==> src/rtl/bsc_pkg.sv <==
// Shared constants, codes and controller/datapath interface types of the safety checker
`timescale 1ns / 1ps
package bsc_pkg;

	localparam int MAX_PROCESSES = 8;
	localparam int MAX_RESOURCES = 8;
	localparam int AMOUNT_BITS   = 8;

	localparam int PB = (MAX_PROCESSES > 1) ? $clog2(MAX_PROCESSES) : 1;
	localparam int RB = (MAX_RESOURCES > 1) ? $clog2(MAX_RESOURCES) : 1;
	localparam int PCB = $clog2(MAX_PROCESSES + 1);
	localparam int RCB = $clog2(MAX_RESOURCES + 1);
	localparam int WB = AMOUNT_BITS + $clog2(MAX_PROCESSES + 1);
	localparam int STORE_DEPTH = MAX_PROCESSES * MAX_RESOURCES;
	localparam int AW = (STORE_DEPTH > 1) ? $clog2(STORE_DEPTH) : 1;

	localparam logic [1:0] KIND_AVAIL = 2'd0;
	localparam logic [1:0] KIND_ALLOC = 2'd1;
	localparam logic [1:0] KIND_CLAIM = 2'd2;
	localparam logic [1:0] KIND_RUN   = 2'd3;

	localparam logic REG_NUM_PROCESSES = 1'b0;
	localparam logic REG_NUM_RESOURCES = 1'b1;

	typedef struct packed {
		logic           load;
		logic           start;
		logic           init_work;
		logic           add_work;
		logic           finish;
		logic           verdict;
		logic           safe;
		logic [PCB-1:0] count;
		logic [PB-1:0]  p;
		logic [RB-1:0]  j;
	} bsc_cmd_t;

	typedef struct packed {
		logic marked;
		logic short_fall;
		logic out_free;
	} bsc_stat_t;

endpackage

==> src/rtl/bsc_ctrl.sv <==
// Sequencing state machine of the safety checker: scan passes, resource walks, result issue
`timescale 1ns / 1ps
module bsc_ctrl (
	input  logic                        clk,
	input  logic                        arst_n,
	input  logic                        req_accept,
	input  logic [1:0]                  kind,
	input  logic [bsc_pkg::PCB-1:0]     np,
	input  logic [bsc_pkg::RCB-1:0]     nr,
	input  bsc_pkg::bsc_stat_t          stat,
	output bsc_pkg::bsc_cmd_t           cmd,
	output logic                        idle
);
	import bsc_pkg::*;

	localparam logic [3:0] S_IDLE    = 4'd0;
	localparam logic [3:0] S_INIT    = 4'd1;
	localparam logic [3:0] S_SCAN    = 4'd2;
	localparam logic [3:0] S_CHK_RD  = 4'd3;
	localparam logic [3:0] S_CHK_CMP = 4'd4;
	localparam logic [3:0] S_ADD_RD  = 4'd5;
	localparam logic [3:0] S_ADD_WR  = 4'd6;
	localparam logic [3:0] S_EMIT    = 4'd7;
	localparam logic [3:0] S_NEXT    = 4'd8;
	localparam logic [3:0] S_VERDICT = 4'd9;

	logic [3:0]     state_q, state_d;
	logic [PB-1:0]  p_q, p_d;
	logic [RB-1:0]  j_q, j_d;
	logic [PCB-1:0] count_q, count_d;
	logic           progress_q, progress_d;
	logic           j_last, p_last;

	assign j_last = (RCB'(j_q) == nr - RCB'(1));
	assign p_last = (PCB'(p_q) == np - PCB'(1));
	assign idle   = (state_q == S_IDLE);

	always_comb begin
		state_d    = state_q;
		p_d        = p_q;
		j_d        = j_q;
		count_d    = count_q;
		progress_d = progress_q;
		cmd        = '0;
		cmd.p      = p_q;
		cmd.j      = j_q;
		cmd.count  = count_q;
		cmd.safe   = (count_q == np);
		unique case (state_q)
			S_IDLE: begin
				if (req_accept) begin
					if (kind == KIND_RUN) begin
						cmd.start = 1'b1;
						count_d   = '0;
						j_d       = '0;
						state_d   = S_INIT;
					end else begin
						cmd.load = 1'b1;
					end
				end
			end
			S_INIT: begin
				cmd.init_work = 1'b1;
				if (j_last) begin
					p_d        = '0;
					progress_d = 1'b0;
					state_d    = S_SCAN;
				end else begin
					j_d = j_q + RB'(1);
				end
			end
			S_SCAN: begin
				j_d = '0;
				if (stat.marked) begin
					state_d = S_NEXT;
				end else begin
					state_d = S_CHK_RD;
				end
			end
			S_CHK_RD: begin
				state_d = S_CHK_CMP;
			end
			S_CHK_CMP: begin
				if (stat.short_fall) begin
					state_d = S_NEXT;
				end else if (j_last) begin
					j_d     = '0;
					state_d = S_ADD_RD;
				end else begin
					j_d     = j_q + RB'(1);
					state_d = S_CHK_RD;
				end
			end
			S_ADD_RD: begin
				state_d = S_ADD_WR;
			end
			S_ADD_WR: begin
				cmd.add_work = 1'b1;
				if (j_last) begin
					state_d = S_EMIT;
				end else begin
					j_d     = j_q + RB'(1);
					state_d = S_ADD_RD;
				end
			end
			S_EMIT: begin
				cmd.count = count_q + PCB'(1);
				if (stat.out_free) begin
					cmd.finish = 1'b1;
					count_d    = count_q + PCB'(1);
					progress_d = 1'b1;
					state_d    = S_NEXT;
				end
			end
			S_NEXT: begin
				if (p_last) begin
					p_d = '0;
					if (progress_q) begin
						progress_d = 1'b0;
						state_d    = S_SCAN;
					end else begin
						state_d = S_VERDICT;
					end
				end else begin
					p_d     = p_q + PB'(1);
					state_d = S_SCAN;
				end
			end
			S_VERDICT: begin
				if (stat.out_free) begin
					cmd.verdict = 1'b1;
					state_d     = S_IDLE;
				end
			end
			default: begin
				state_d = S_IDLE;
			end
		endcase
	end

	always_ff @(posedge clk or negedge arst_n) begin
		if (!arst_n) begin
			state_q    <= S_IDLE;
			p_q        <= '0;
			j_q        <= '0;
			count_q    <= '0;
			progress_q <= 1'b0;
		end else begin
			state_q    <= state_d;
			p_q        <= p_d;
			j_q        <= j_d;
			count_q    <= count_d;
			progress_q <= progress_d;
		end
	end

endmodule

==> src/rtl/bsc_datapath.sv <==
// Stores, work vector, finished marks, need comparison and result register
`timescale 1ns / 1ps
module bsc_datapath (
	input  logic               clk,
	input  logic               arst_n,
	input  bsc_pkg::bsc_cmd_t  cmd,
	output bsc_pkg::bsc_stat_t stat,
	input  logic [1:0]         kind,
	input  logic [2:0]         process_index,
	input  logic [2:0]         resource_index,
	input  logic [7:0]         amount,
	output logic               res_valid,
	input  logic               res_stall,
	output logic [2:0]         finished_process,
	output logic               is_verdict,
	output logic               safe,
	output logic [3:0]         finished_count,
	output logic               last
);
	import bsc_pkg::*;

	logic [AMOUNT_BITS-1:0] avail_mem [MAX_RESOURCES];
	logic [AMOUNT_BITS-1:0] alloc_mem [STORE_DEPTH];
	logic [AMOUNT_BITS-1:0] claim_mem [STORE_DEPTH];
	logic [AMOUNT_BITS-1:0] alloc_rd_q, claim_rd_q;
	logic [WB-1:0]          work_q [MAX_RESOURCES];
	logic [MAX_PROCESSES-1:0] marks_q;

	logic [AMOUNT_BITS-1:0] wdata;
	logic [AW-1:0]          waddr, raddr;
	logic                   pi_ok, ri_ok;
	logic [WB:0]            claim_x, held_x;

	assign wdata = AMOUNT_BITS'(amount);
	assign pi_ok = (int'(process_index) < MAX_PROCESSES);
	assign ri_ok = (int'(resource_index) < MAX_RESOURCES);
	assign waddr = AW'(AW'(process_index) * AW'(MAX_RESOURCES) + AW'(resource_index));
	assign raddr = AW'(AW'(cmd.p) * AW'(MAX_RESOURCES) + AW'(cmd.j));

	always_ff @(posedge clk) begin
		if (cmd.load && ri_ok && kind == KIND_AVAIL) begin
			avail_mem[RB'(resource_index)] <= wdata;
		end
	end

	always_ff @(posedge clk) begin
		if (cmd.load && pi_ok && ri_ok && kind == KIND_ALLOC) begin
			alloc_mem[waddr] <= wdata;
		end
		alloc_rd_q <= alloc_mem[raddr];
	end

	always_ff @(posedge clk) begin
		if (cmd.load && pi_ok && ri_ok && kind == KIND_CLAIM) begin
			claim_mem[waddr] <= wdata;
		end
		claim_rd_q <= claim_mem[raddr];
	end

	// need exceeds work exactly when claim exceeds work plus allocation
	assign claim_x = (WB + 1)'(claim_rd_q);
	assign held_x  = (WB + 1)'(work_q[cmd.j]) + (WB + 1)'(alloc_rd_q);

	assign stat.short_fall = (claim_x > held_x);
	assign stat.marked     = marks_q[cmd.p];
	assign stat.out_free   = !res_valid || !res_stall;

	always_ff @(posedge clk or negedge arst_n) begin
		if (!arst_n) begin
			for (int i = 0; i < MAX_RESOURCES; i++) begin
				work_q[i] <= '0;
			end
			marks_q <= '0;
		end else begin
			if (cmd.start) begin
				for (int i = 0; i < MAX_RESOURCES; i++) begin
					work_q[i] <= '0;
				end
				marks_q <= '0;
			end else if (cmd.init_work) begin
				work_q[cmd.j] <= WB'(avail_mem[cmd.j]);
			end else if (cmd.add_work) begin
				work_q[cmd.j] <= work_q[cmd.j] + WB'(alloc_rd_q);
			end
			if (cmd.finish) begin
				marks_q[cmd.p] <= 1'b1;
			end
		end
	end

	always_ff @(posedge clk or negedge arst_n) begin
		if (!arst_n) begin
			res_valid <= 1'b0;
		end else if (cmd.finish || cmd.verdict) begin
			res_valid <= 1'b1;
		end else if (!res_stall) begin
			res_valid <= 1'b0;
		end
	end

	always_ff @(posedge clk) begin
		if (cmd.finish) begin
			finished_process <= 3'(cmd.p);
			is_verdict       <= 1'b0;
			safe             <= 1'b0;
			finished_count   <= 4'(cmd.count);
			last             <= 1'b0;
		end else if (cmd.verdict) begin
			finished_process <= '0;
			is_verdict       <= 1'b1;
			safe             <= cmd.safe;
			finished_count   <= 4'(cmd.count);
			last             <= 1'b1;
		end
	end

endmodule

==> src/rtl/bankers_safety_check.sv <==
// Banker's algorithm safety check: top level with register port, controller and datapath
// A load request leaves the checker idle; a run request holds the input stalled until its verdict.
// Run: set up work from availability; a process visit skips it if already finished, stops
// at the first resource that falls short, else adds its allocation and reports it; at most np + 1
// passes, then the verdict, each result held while the output stalls.
// Reset: counts return to 8, work and finished marks clear; stores hold nothing until written.
`timescale 1ns / 1ps
module bankers_safety_check (
	input  logic        clk,
	input  logic        arst_n,
	input  logic        req_valid,
	output logic        req_stall,
	input  logic [1:0]  kind,
	input  logic [2:0]  process_index,
	input  logic [2:0]  resource_index,
	input  logic [7:0]  amount,
	output logic        res_valid,
	input  logic        res_stall,
	output logic [2:0]  finished_process,
	output logic        is_verdict,
	output logic        safe,
	output logic [3:0]  finished_count,
	output logic        last,
	input  logic        psel,
	input  logic        penable,
	input  logic        pwrite,
	input  logic [2:0]  paddr,
	input  logic [31:0] pwdata,
	output logic [31:0] prdata,
	output logic        pready
);
	import bsc_pkg::*;

	logic [3:0]     num_processes_q, num_resources_q;
	logic [PCB-1:0] np;
	logic [RCB-1:0] nr;
	logic           req_accept, idle;
	bsc_cmd_t       cmd;
	bsc_stat_t      stat;

	assign pready = 1'b1;

	always_ff @(posedge clk or negedge arst_n) begin
		if (!arst_n) begin
			num_processes_q <= 4'd8;
			num_resources_q <= 4'd8;
		end else if (psel && penable && pwrite) begin
			unique case (paddr[2])
				REG_NUM_PROCESSES: num_processes_q <= pwdata[3:0];
				REG_NUM_RESOURCES: num_resources_q <= pwdata[3:0];
				default: ;
			endcase
		end
	end

	always_comb begin
		unique case (paddr[2])
			REG_NUM_PROCESSES: prdata = {28'd0, num_processes_q};
			REG_NUM_RESOURCES: prdata = {28'd0, num_resources_q};
			default:           prdata = '0;
		endcase
	end

	always_comb begin
		if (num_processes_q == 4'd0) begin
			np = PCB'(1);
		end else if (int'(num_processes_q) > MAX_PROCESSES) begin
			np = PCB'(MAX_PROCESSES);
		end else begin
			np = PCB'(num_processes_q);
		end
		if (num_resources_q == 4'd0) begin
			nr = RCB'(1);
		end else if (int'(num_resources_q) > MAX_RESOURCES) begin
			nr = RCB'(MAX_RESOURCES);
		end else begin
			nr = RCB'(num_resources_q);
		end
	end

	assign req_stall  = !idle;
	assign req_accept = req_valid && !req_stall;

	bsc_ctrl u_ctrl (
		.clk        (clk),
		.arst_n     (arst_n),
		.req_accept (req_accept),
		.kind       (kind),
		.np         (np),
		.nr         (nr),
		.stat       (stat),
		.cmd        (cmd),
		.idle       (idle)
	);

	bsc_datapath u_datapath (
		.clk              (clk),
		.arst_n           (arst_n),
		.cmd              (cmd),
		.stat             (stat),
		.kind             (kind),
		.process_index    (process_index),
		.resource_index   (resource_index),
		.amount           (amount),
		.res_valid        (res_valid),
		.res_stall        (res_stall),
		.finished_process (finished_process),
		.is_verdict       (is_verdict),
		.safe             (safe),
		.finished_count   (finished_count),
		.last             (last)
	);

endmodule

==> config.mk <==
export PLATFORM = sky130hd
export DESIGN_NAME = bankers_safety_check
export DESIGN_NICKNAME = d
export VERILOG_FILES = /design/src/rtl/bsc_pkg.sv /design/src/rtl/bsc_ctrl.sv /design/src/rtl/bsc_datapath.sv /design/src/rtl/bankers_safety_check.sv
export SDC_FILE = /design/constraint.sdc
export NUM_CORES = 1
export LEC_CHECK = 0
export BUFFER_PORTS_ARGS = -buffer_cell sky130_fd_sc_hd__buf_4
export CAP_MARGIN = 15
export CORE_MARGIN = 3
export CORE_UTILIZATION = 49
export CTS_BUF_LIST = sky130_fd_sc_hd__clkbuf_4 sky130_fd_sc_hd__clkbuf_8
export DETAILED_ROUTE_END_ITERATION = 8
export PLACE_DENSITY_LB_ADDON = 0.08
export SYNTH_ARGS = -nofsm -noshare
export SYNTH_HDL_FRONTEND = slang
export SYNTH_SLANG_ARGS = --single-unit
==> constraint.sdc <==
create_clock -name clk -period 4.38 [get_ports clk]
set_input_delay 0.219 -clock clk [delete_from_list [all_inputs] [get_ports clk]]
set_output_delay 0.219 -clock clk [all_outputs]
set_load 0.005 [all_outputs]
Word level (Yosys, flattened, before mapping)
Memories as Yosys holds them, arrays and structs flattened. A register that Yosys moved wholly into a read port is not among the register bits.
Index checks and enable logic that the tools add are counted.
{"block": "word_totals", "mem_count": 3, "ramBits": 1088, "regBits": 137}
{"block": "classes", "addsub": 9, "bitwise": 3, "n_reduce_logical": 31, "magnitude_cmp": 7, "muxes": 72, "n_eq_ne": 24}
{"name": "u_datapath.alloc_mem", "words": 64, "word_bits": 8, "read_ports": 1, "rd_ports_with_merged_regs": 1, "write_ports": 1, "line_no": "bsc_datapath.sv:23", "text": "logic [AMOUNT_BITS-1:0] alloc_mem [STORE_DEPTH];"}
{"name": "u_datapath.claim_mem", "words": 64, "word_bits": 8, "read_ports": 1, "rd_ports_with_merged_regs": 1, "write_ports": 1, "line_no": "bsc_datapath.sv:24", "text": "logic [AMOUNT_BITS-1:0] claim_mem [STORE_DEPTH];"}
{"name": "u_datapath.avail_mem", "words": 8, "word_bits": 8, "read_ports": 1, "rd_ports_with_merged_regs": 0, "write_ports": 1, "line_no": "bsc_datapath.sv:22", "text": "logic [AMOUNT_BITS-1:0] avail_mem [MAX_RESOURCES];"}
{"operator": "96-bit 2-to-1 mux", "count": 3}
{"operator": "96-bit bitwise mux", "count": 2}
{"operator": "4-bit 2-to-1 mux", "count": 19}
{"operator": "32-bit case mux with 2 select lines", "count": 1}
{"operator": "4-bit case mux with 10 select lines", "count": 1}
{"operator": "12-bit binary-select mux with 3-bit select", "count": 1}
{"operator": "12-bit demux with 3-bit select", "count": 1}
{"operator": "12-bit 2-to-1 mux", "count": 3}
{"operator": "3-bit 2-to-1 mux", "count": 10}
{"operator": "1-bit 2-to-1 mux", "count": 20}
{"operator": "4-bit by 3-bit equality test with 1-bit output (second input constant)", "count": 4}
{"operator": "8-bit 2-to-1 mux", "count": 2}
{"operator": "12-bit by 8-bit adder with 13-bit output", "count": 1}
{"operator": "8-bit by 13-bit > comparator with 1-bit output", "count": 1}
{"operator": "12-bit by 8-bit adder with 12-bit output", "count": 1}
{"operator": "6-bit by 3-bit adder with 6-bit output", "count": 2}
{"operator": "4-bit logical NOT", "count": 3}
{"operator": "3-bit case mux with 4 select lines", "count": 1}
{"operator": "2-bit inequality test (second input constant)", "count": 5}
{"operator": "5-bit AND reduction", "count": 2}
{"operator": "3-bit by 4-bit equality test with 1-bit output", "count": 2}
{"operator": "4-bit by 2-bit equality test with 1-bit output (second input constant)", "count": 2}
{"operator": "4-bit equality test (second input constant)", "count": 2}
{"operator": "4-bit > comparator (second input constant)", "count": 2}
{"operator": "other kinds (31)", "count": 55}

Logic depth before layout (Yosys ltp)
{"block": "depth", "word_depth": 9, "ltp_mapped": 25}

Cells and area by module
A second synthesis with hierarchy kept.
{"block": "unflattened", "cells_unflattened": 3376, "hier_area_um2": 51165.3}
{"mod": "bsc_datapath", "seq_area_each_um2": 35869.4, "area_each_um2": 49129.6, "cells_per_inst": 3145, "instances": 1}
{"mod": "bsc_ctrl", "seq_area_each_um2": 375.4, "area_each_um2": 1366.3, "cells_per_inst": 166, "instances": 1}
{"mod": "bankers_safety_check", "seq_area_each_um2": 202.7, "area_each_um2": 669.4, "cells_per_inst": 65, "instances": 1}

Worst setup path after synthesis
Ideal clock, no wire load.
{"block": "synth_path", "path_type": "reg2reg", "startpoint": "register u_ctrl.j_q[1]", "endpoint": "register u_ctrl.j_q[0]", "setup_ns": 0.125, "required_time_ns": 4.255, "slack_ns": -0.257, "t_arrival_ns": 4.512, "synth_period_minus_slack_ns": 4.637, "stages_incl_launch_ff": 25, "path_cell_list": "dfrtp_1 -> buf_6 -> buf_8 -> buf_2 -> nor3_1 -> buf_2 -> buf_2 -> clkbuf_1 -> a22oi_1 -> nand4_1 -> ha_1 -> inv_1 -> fa_1 -> nor2b_1 -> o31a_1 -> o21ai_0 -> nand2b_1 -> xnor2_1 -> ha_1 -> nand3_1 -> a21o_1 -> a21oi_1 -> o221ai_2 -> o21ai_2 -> mux2_4"}
{"block": "synth_via", "elab_chain_len": 8, "elab_cells_between_ends": 13, "cone_classes": "1 x add/sub; 1 x order compare; 3 x eq/ne; 6 x mux; 1 x bitwise; 1 x reduce/logical"}
{"item": "from (decl)", "line_no": "bsc_ctrl.sv:29", "text": "logic [RB-1:0] j_q, j_d;"}
{"item": "from (signal assigned)", "line_no": "bsc_ctrl.sv:151", "text": "j_q <= j_d;"}
{"item": "3-bit inverter with 4-bit output (implied by the code)", "line_no": "bsc_datapath.sv:62", "text": "assign held_x = (WB + 1)'(work_q[cmd.j]) + (WB + 1)'(alloc_rd_q);"}
{"item": "12-bit binary-select mux with 3-bit select", "line_no": "bsc_datapath.sv:62"}
{"item": "12-bit 2-to-1 mux (implied by the code) (2 in a row)", "line_no": "bsc_datapath.sv:62"}
{"item": "12-bit by 8-bit adder with 13-bit output", "line_no": "bsc_datapath.sv:62"}
{"item": "8-bit by 13-bit > comparator with 1-bit output", "line_no": "bsc_datapath.sv:64", "text": "assign stat.short_fall = (claim_x > held_x);"}
{"item": "2-bit inequality test (no line)"}
{"item": "5-bit AND reduction (no line)"}
Several ways; a longest one is shown, not always the timed one. The select of a mux whose other input is x is not followed.
A chain may end at the register's enable or synchronous reset.

Worst setup path in the final report
{"block": "layout_path", "startpoint": "register u_ctrl.j_q[2]", "endpoint": "register u_datapath.alloc_rd_q[6] (read register of u_datapath.alloc_mem)"}
{"block": "layout_via", "elab_chain_len": 1}
{"item": "6-bit by 3-bit adder with 6-bit output", "line_no": "bsc_datapath.sv:38", "text": "assign raddr = AW'(AW'(cmd.p) * AW'(MAX_RESOURCES) + AW'(cmd.j));"}
{"item": "to (decl)", "line_no": "bsc_datapath.sv:25", "text": "logic [AMOUNT_BITS-1:0] alloc_rd_q, claim_rd_q;"}
No other way between the ends.

==> results.md <==
Critical path:
- STA classifies the critical path startpoint as a flop.
- The worst setup path is captured at a flop.
- The critical path data required time is 5.06 ns.
- Traced cell by cell, the critical path runs through buf_4 -> buf_12 -> mux2_2 -> a22oi_1 -> nor2_1 -> a2111oi_0 -> a311oi_1 -> a31oi_1 -> o21ai_0.
- In this run the worst path has a maximum fanout of 92.
- The peak per-stage delay on the critical path is 0.71 ns.
- The critical-path cell with the highest stage delay is sky130_fd_sc_hd__a2111oi_0.
- The type of the worst setup path is reg2reg.
- The critical path arrival is 4.95 ns.

Logic synthesis:
- The proportion of register bits with asynchronous set or reset after synthesis is 10.31%.
- For this run, the leading register cell type out of synthesis is sky130_fd_sc_hd__edfxtp_1.
- The unique cell type count in the Yosys netlist is 85.
- The mean cell area of the mapped netlist is 15.31 um^2.
- Of the synthesized area, sequential elements account for 73.94%.
- After technology mapping, the gate count stands at 3220.
- The netlist area before placement is 49290 um^2.
- Yosys mapped a number of flops with a built-in enable equal to 1095.
- The Yosys step of the flow raised 0 warnings.
- The number of register bits inferred by synthesis is 1241.

Global route:
- The number of global-route vias before repair is 30565.
- The largest net degree at the start of global routing is 114.
- The initial antenna violation count is 4.
- The first global-routing pass estimated 216500 um of wire.
- The aggregate global-route resource usage is 29.00%.
- The total grt overflow is 0.

Route:
- The count of TritonRoute iterations in the first routing pass is 9.
- Once detail routing completed, the nets flagged for antenna violations numbered 0.
- Summed over all layers, the routed wires come to 151000 um.
- The length of routed met3 wiring is 15260 um.
- The uppermost layer routed is met5.
- After detailed routing, the average wire length per cell comes to 31.07 um.
- Summing over every cut layer, the via total after detailed routing is 30758.
- The detailed-route wire length on metal 1 is 59880 um.
- The detailed router finished its first iteration with 3628 violations.
- The final routed DRC violation total is 0.
- Using the TritonRoute via totals, the vias-per-cell ratio works out to 6.330.
- The routed length on met2 is 71230 um.

STA:
- The worst path uses 97.51% of the clock period.
- The slew at the pin closest to its max-slew limit is 1.108 ns.
- The total count of hold-check failures in the final report came to 0.
- Setup violations remaining at the end of the flow were counted as 0.
- The post-route setup TNS is 0 ns.
- The routed design could run at a clock period as short as 4.271 ns.
- The number of max-slew violations in the final report came to 0.
- The final clock skew is 0.05480 ns.
- The fmax is 234.1 MHz.
- In this run the tightest slew margin relative to its limit is 25.93%.

Floorplan:
- The die width is 323.2 um.
- In this run the vertical extent of the chip is 323.2 um.
- After floorplanning, the core was sized to cover 99140 um^2.
- For this design the top-level I/O count stands at 103.
- The floorplan step defined a die boundary enclosing 104400 um^2.
- For this configuration, the core starts out at a cell density of 49.72%.
- The initialized floorplan defines 115 standard-cell rows.

Clock tree:
- The clock-pin slew of the registers on the worst-case setup and hold paths is 0.06 ns.
- The maximum clock path buffer count is 3.
- CTS placed an instance of sky130_fd_sc_hd__clkbuf_8 at the clock tree root.
- The number of buffers created by CTS is 199.
- TritonCTS built the clock tree.
- The latest clock arrival within the worst-skew pair is 0.89 ns.
- The clock sink count is 1241.
- The count of H-tree levels built during CTS is 4.

Layout:
- Registers take 36460 um^2.
- From synthesis to final layout, the design area changed by 12.61%.
- The top cell types in the final layout, fill and taps aside, are sky130_fd_sc_hd__edfxtp_1, sky130_fd_sc_hd__nor2_1, sky130_fd_sc_hd__a21oi_1.
- At the end of the flow, the number of nets in the layout was 3490.
- The multi-input combinational cells in the finished layout cover a total of 11810 um^2.
- The number of filler cells placed in the layout is 7904.
- The finished cells cover 55510 um^2.
- The most common cell after layout, fill and taps aside is sky130_fd_sc_hd__edfxtp_1.
- Of the cells placed in the final design, the portion with a size suffix greater than 1 is 17.10%.

Status:
- The run finished with clean final reports.

Placed design:
- After legalization and detailed placement, the total HPWL measured 88620 um.
- The total cell area at the placement stage is 51270 um^2.
- Input and output buffers added on the ports amount to 43.
- The last weighted congestion value of the routability-driven placer is 0.8633.

Hold path:
- The type of the worst min-delay path is in2reg.

Pwr:
- The analysis attributes to cell leakage a power of 0.01850 uW.
- For this design the ratio of total power to cell area is 552.4 nW/um^2.
- Total power for the finished layout comes to 30670 uW.
- The worst vdd rail ir drop is 353.6 uV.

Run:
- The tool flagged a number of max-cap violations equal to 0.
## Yosys cell counts (4+ instances only)
cell type / count / area [um^2]
sky130_fd_sc_hd__clkbuf_1: 104 / 390.4
sky130_fd_sc_hd__nor3_1: 15 / 75.07
sky130_fd_sc_hd__nand2_1: 188 / 705.7
sky130_fd_sc_hd__nand3_1: 79 / 395.4
sky130_fd_sc_hd__a2111oi_0: 4 / 35.03
sky130_fd_sc_hd__xor2_1: 10 / 87.58
sky130_fd_sc_hd__inv_1: 22 / 82.58
sky130_fd_sc_hd__xnor2_1: 11 / 96.34
sky130_fd_sc_hd__nor3b_1: 4 / 30.03
sky130_fd_sc_hd__nand2b_1: 8 / 50.05
sky130_fd_sc_hd__a32oi_1: 4 / 35.03
sky130_fd_sc_hd__buf_2: 71 / 355.3
sky130_fd_sc_hd__mux4_1: 5 / 131.4
sky130_fd_sc_hd__a32o_1: 8 / 80.08
sky130_fd_sc_hd__and3_1: 19 / 118.9
sky130_fd_sc_hd__a21o_1: 9 / 67.56
sky130_fd_sc_hd__a31oi_1: 14 / 87.58
sky130_fd_sc_hd__edfxtp_1: 1095 / 32880
sky130_fd_sc_hd__mux2i_1: 113 / 1131
sky130_fd_sc_hd__and2_1: 8 / 50.05
sky130_fd_sc_hd__a21oi_1: 212 / 1061
sky130_fd_sc_hd__nor2b_1: 13 / 81.33
sky130_fd_sc_hd__nor2_1: 254 / 953.4
sky130_fd_sc_hd__buf_1: 25 / 93.84
sky130_fd_sc_hd__buf_4: 38 / 285.3
sky130_fd_sc_hd__o211ai_1: 36 / 270.3
sky130_fd_sc_hd__a22o_1: 136 / 1191
sky130_fd_sc_hd__nand4_1: 23 / 143.9
sky130_fd_sc_hd__dfxtp_1: 18 / 360.4
sky130_fd_sc_hd__a221oi_1: 75 / 656.9
sky130_fd_sc_hd__dfrtp_1: 126 / 3153
sky130_fd_sc_hd__mux4_2: 26 / 585.6
sky130_fd_sc_hd__ha_1: 22 / 275.3
sky130_fd_sc_hd__o21ai_0: 114 / 570.6
sky130_fd_sc_hd__a222oi_1: 17 / 170.2
sky130_fd_sc_hd__a211oi_1: 9 / 67.56
sky130_fd_sc_hd__a22oi_1: 157 / 1179
sky130_fd_sc_hd__nor4_1: 4 / 25.02
sky130_fd_sc_hd__mux2_2: 51 / 574.3
sky130_fd_sc_hd__nand3b_1: 4 / 30.03
## kinds of logic (layout without fill, tap and decap cells)
group / count (synthesis) / count (layout) / synth area share (%)
other cells: 2 / 34 / 0.01524
buf+inv: 263 / 583 / 2.510
flops: 1241 / 1241 / 73.94
compound gates: 835 / 835 / 11.82
mux: 199 / 199 / 5.064
fa+ha+maj: 23 / 23 / 0.5990
xor+xnor: 21 / 21 / 0.3731
simple gates: 636 / 636 / 5.681
## stage by stage
stage	setup WS [ns]	util, %	std cells	hold slack, ns
after floorplan	0.01860	-	3247	-0.07659
after global placement	0.09645	51.68	4452	0.3645
after detailed placement	0.05728	51.72	4456	0.3904
after CTS	0.02128	55.86	4840	0.01849
after global routing	-0.007356	55.98	4855	0.04757
final	0.1089	55.99	4859	0.08235
## routing by layer
metal  vias to the layer above  global-route usage [%]
li1                      13037                       -
met3                       328                   7.302
met1                     15717                   39.20
met5                         -                       0
met4                         2                   9.511
met2                      1674                   46.39
## critical path, delay by kind of cell (launching register included)
family	cells	cell delay, ns
AOI/OAI and AO/OA	5	1.88
buffers and inverters	2	1.04
DFF	1	0.51
muxes	1	0.41
and+or+nand+nor	1	0.06
## path summary, 6_finish.rpt
path                            slack [ns]             from                     endpoint  cells after the start
max in group asynchronous             3.10           arst_n        u_datapath.work_q[85]                      4
worst min register to register        0.48  u_datapath.safe              u_datapath.safe                      2
worst max-delay path                  0.11    u_ctrl.j_q[2]     u_datapath.alloc_rd_q[6]                      9
worst max register to register        0.11    u_ctrl.j_q[2]     u_datapath.alloc_rd_q[6]                      9
worst min-delay path                  0.08        amount[5]  u_datapath.claim_mem[41][5]                      1
min in group asynchronous             0.40           arst_n            u_ctrl.state_q[3]                      3
## power by group
group / internal [uW] / total [uW] / switching [uW] / leakage (uW)
sequential: 13300 / 13600 / 341 / 0.0117
clock: 5080 / 9660 / 4580 / 0.00206
combinational: 2470 / 7400 / 4930 / 0.00473
total: 20800 / 30700 / 9850 / 0.0185
## state kept, by name, summed over array words and instances, names as in the netlist
register and count:
num_processes_q 4, u_datapath.res_valid 1, u_ctrl.progress_q 1, u_ctrl.j_q 3
u_datapath.alloc_rd_q 8, u_datapath.safe 1, u_datapath.finished_count 4, u_datapath.work_q 96
u_datapath.marks_q 8, u_ctrl.p_q 3, u_datapath.claim_mem 512, u_datapath.finished_process 3
u_datapath.claim_rd_q 8, u_ctrl.count_q 4, u_datapath.is_verdict 1, num_resources_q 4
u_ctrl.state_q 4, u_datapath.avail_mem 64, u_datapath.alloc_mem 512
## layout make-up
type / instances / share of cell area (%)
antenna: 5 / 0.02254
clock buffer: 283 / 6.149
clock inverter: 76 / 0.7574
inverter: 23 / 0.1555
multi-input combinational: 1743 / 21.28
sequential: 1241 / 65.69
tap: 1287 / 2.901
timing repair buffer: 201 / 3.048
## what timing repair did
item,CTS,global route
endpoints found under the hold margin,315,0
endpoints found under the setup margin,0,7
hold buffers,25,0
gates resized for setup,0,4
buffers inserted,0,14
(Power assumes the default switching activity.)
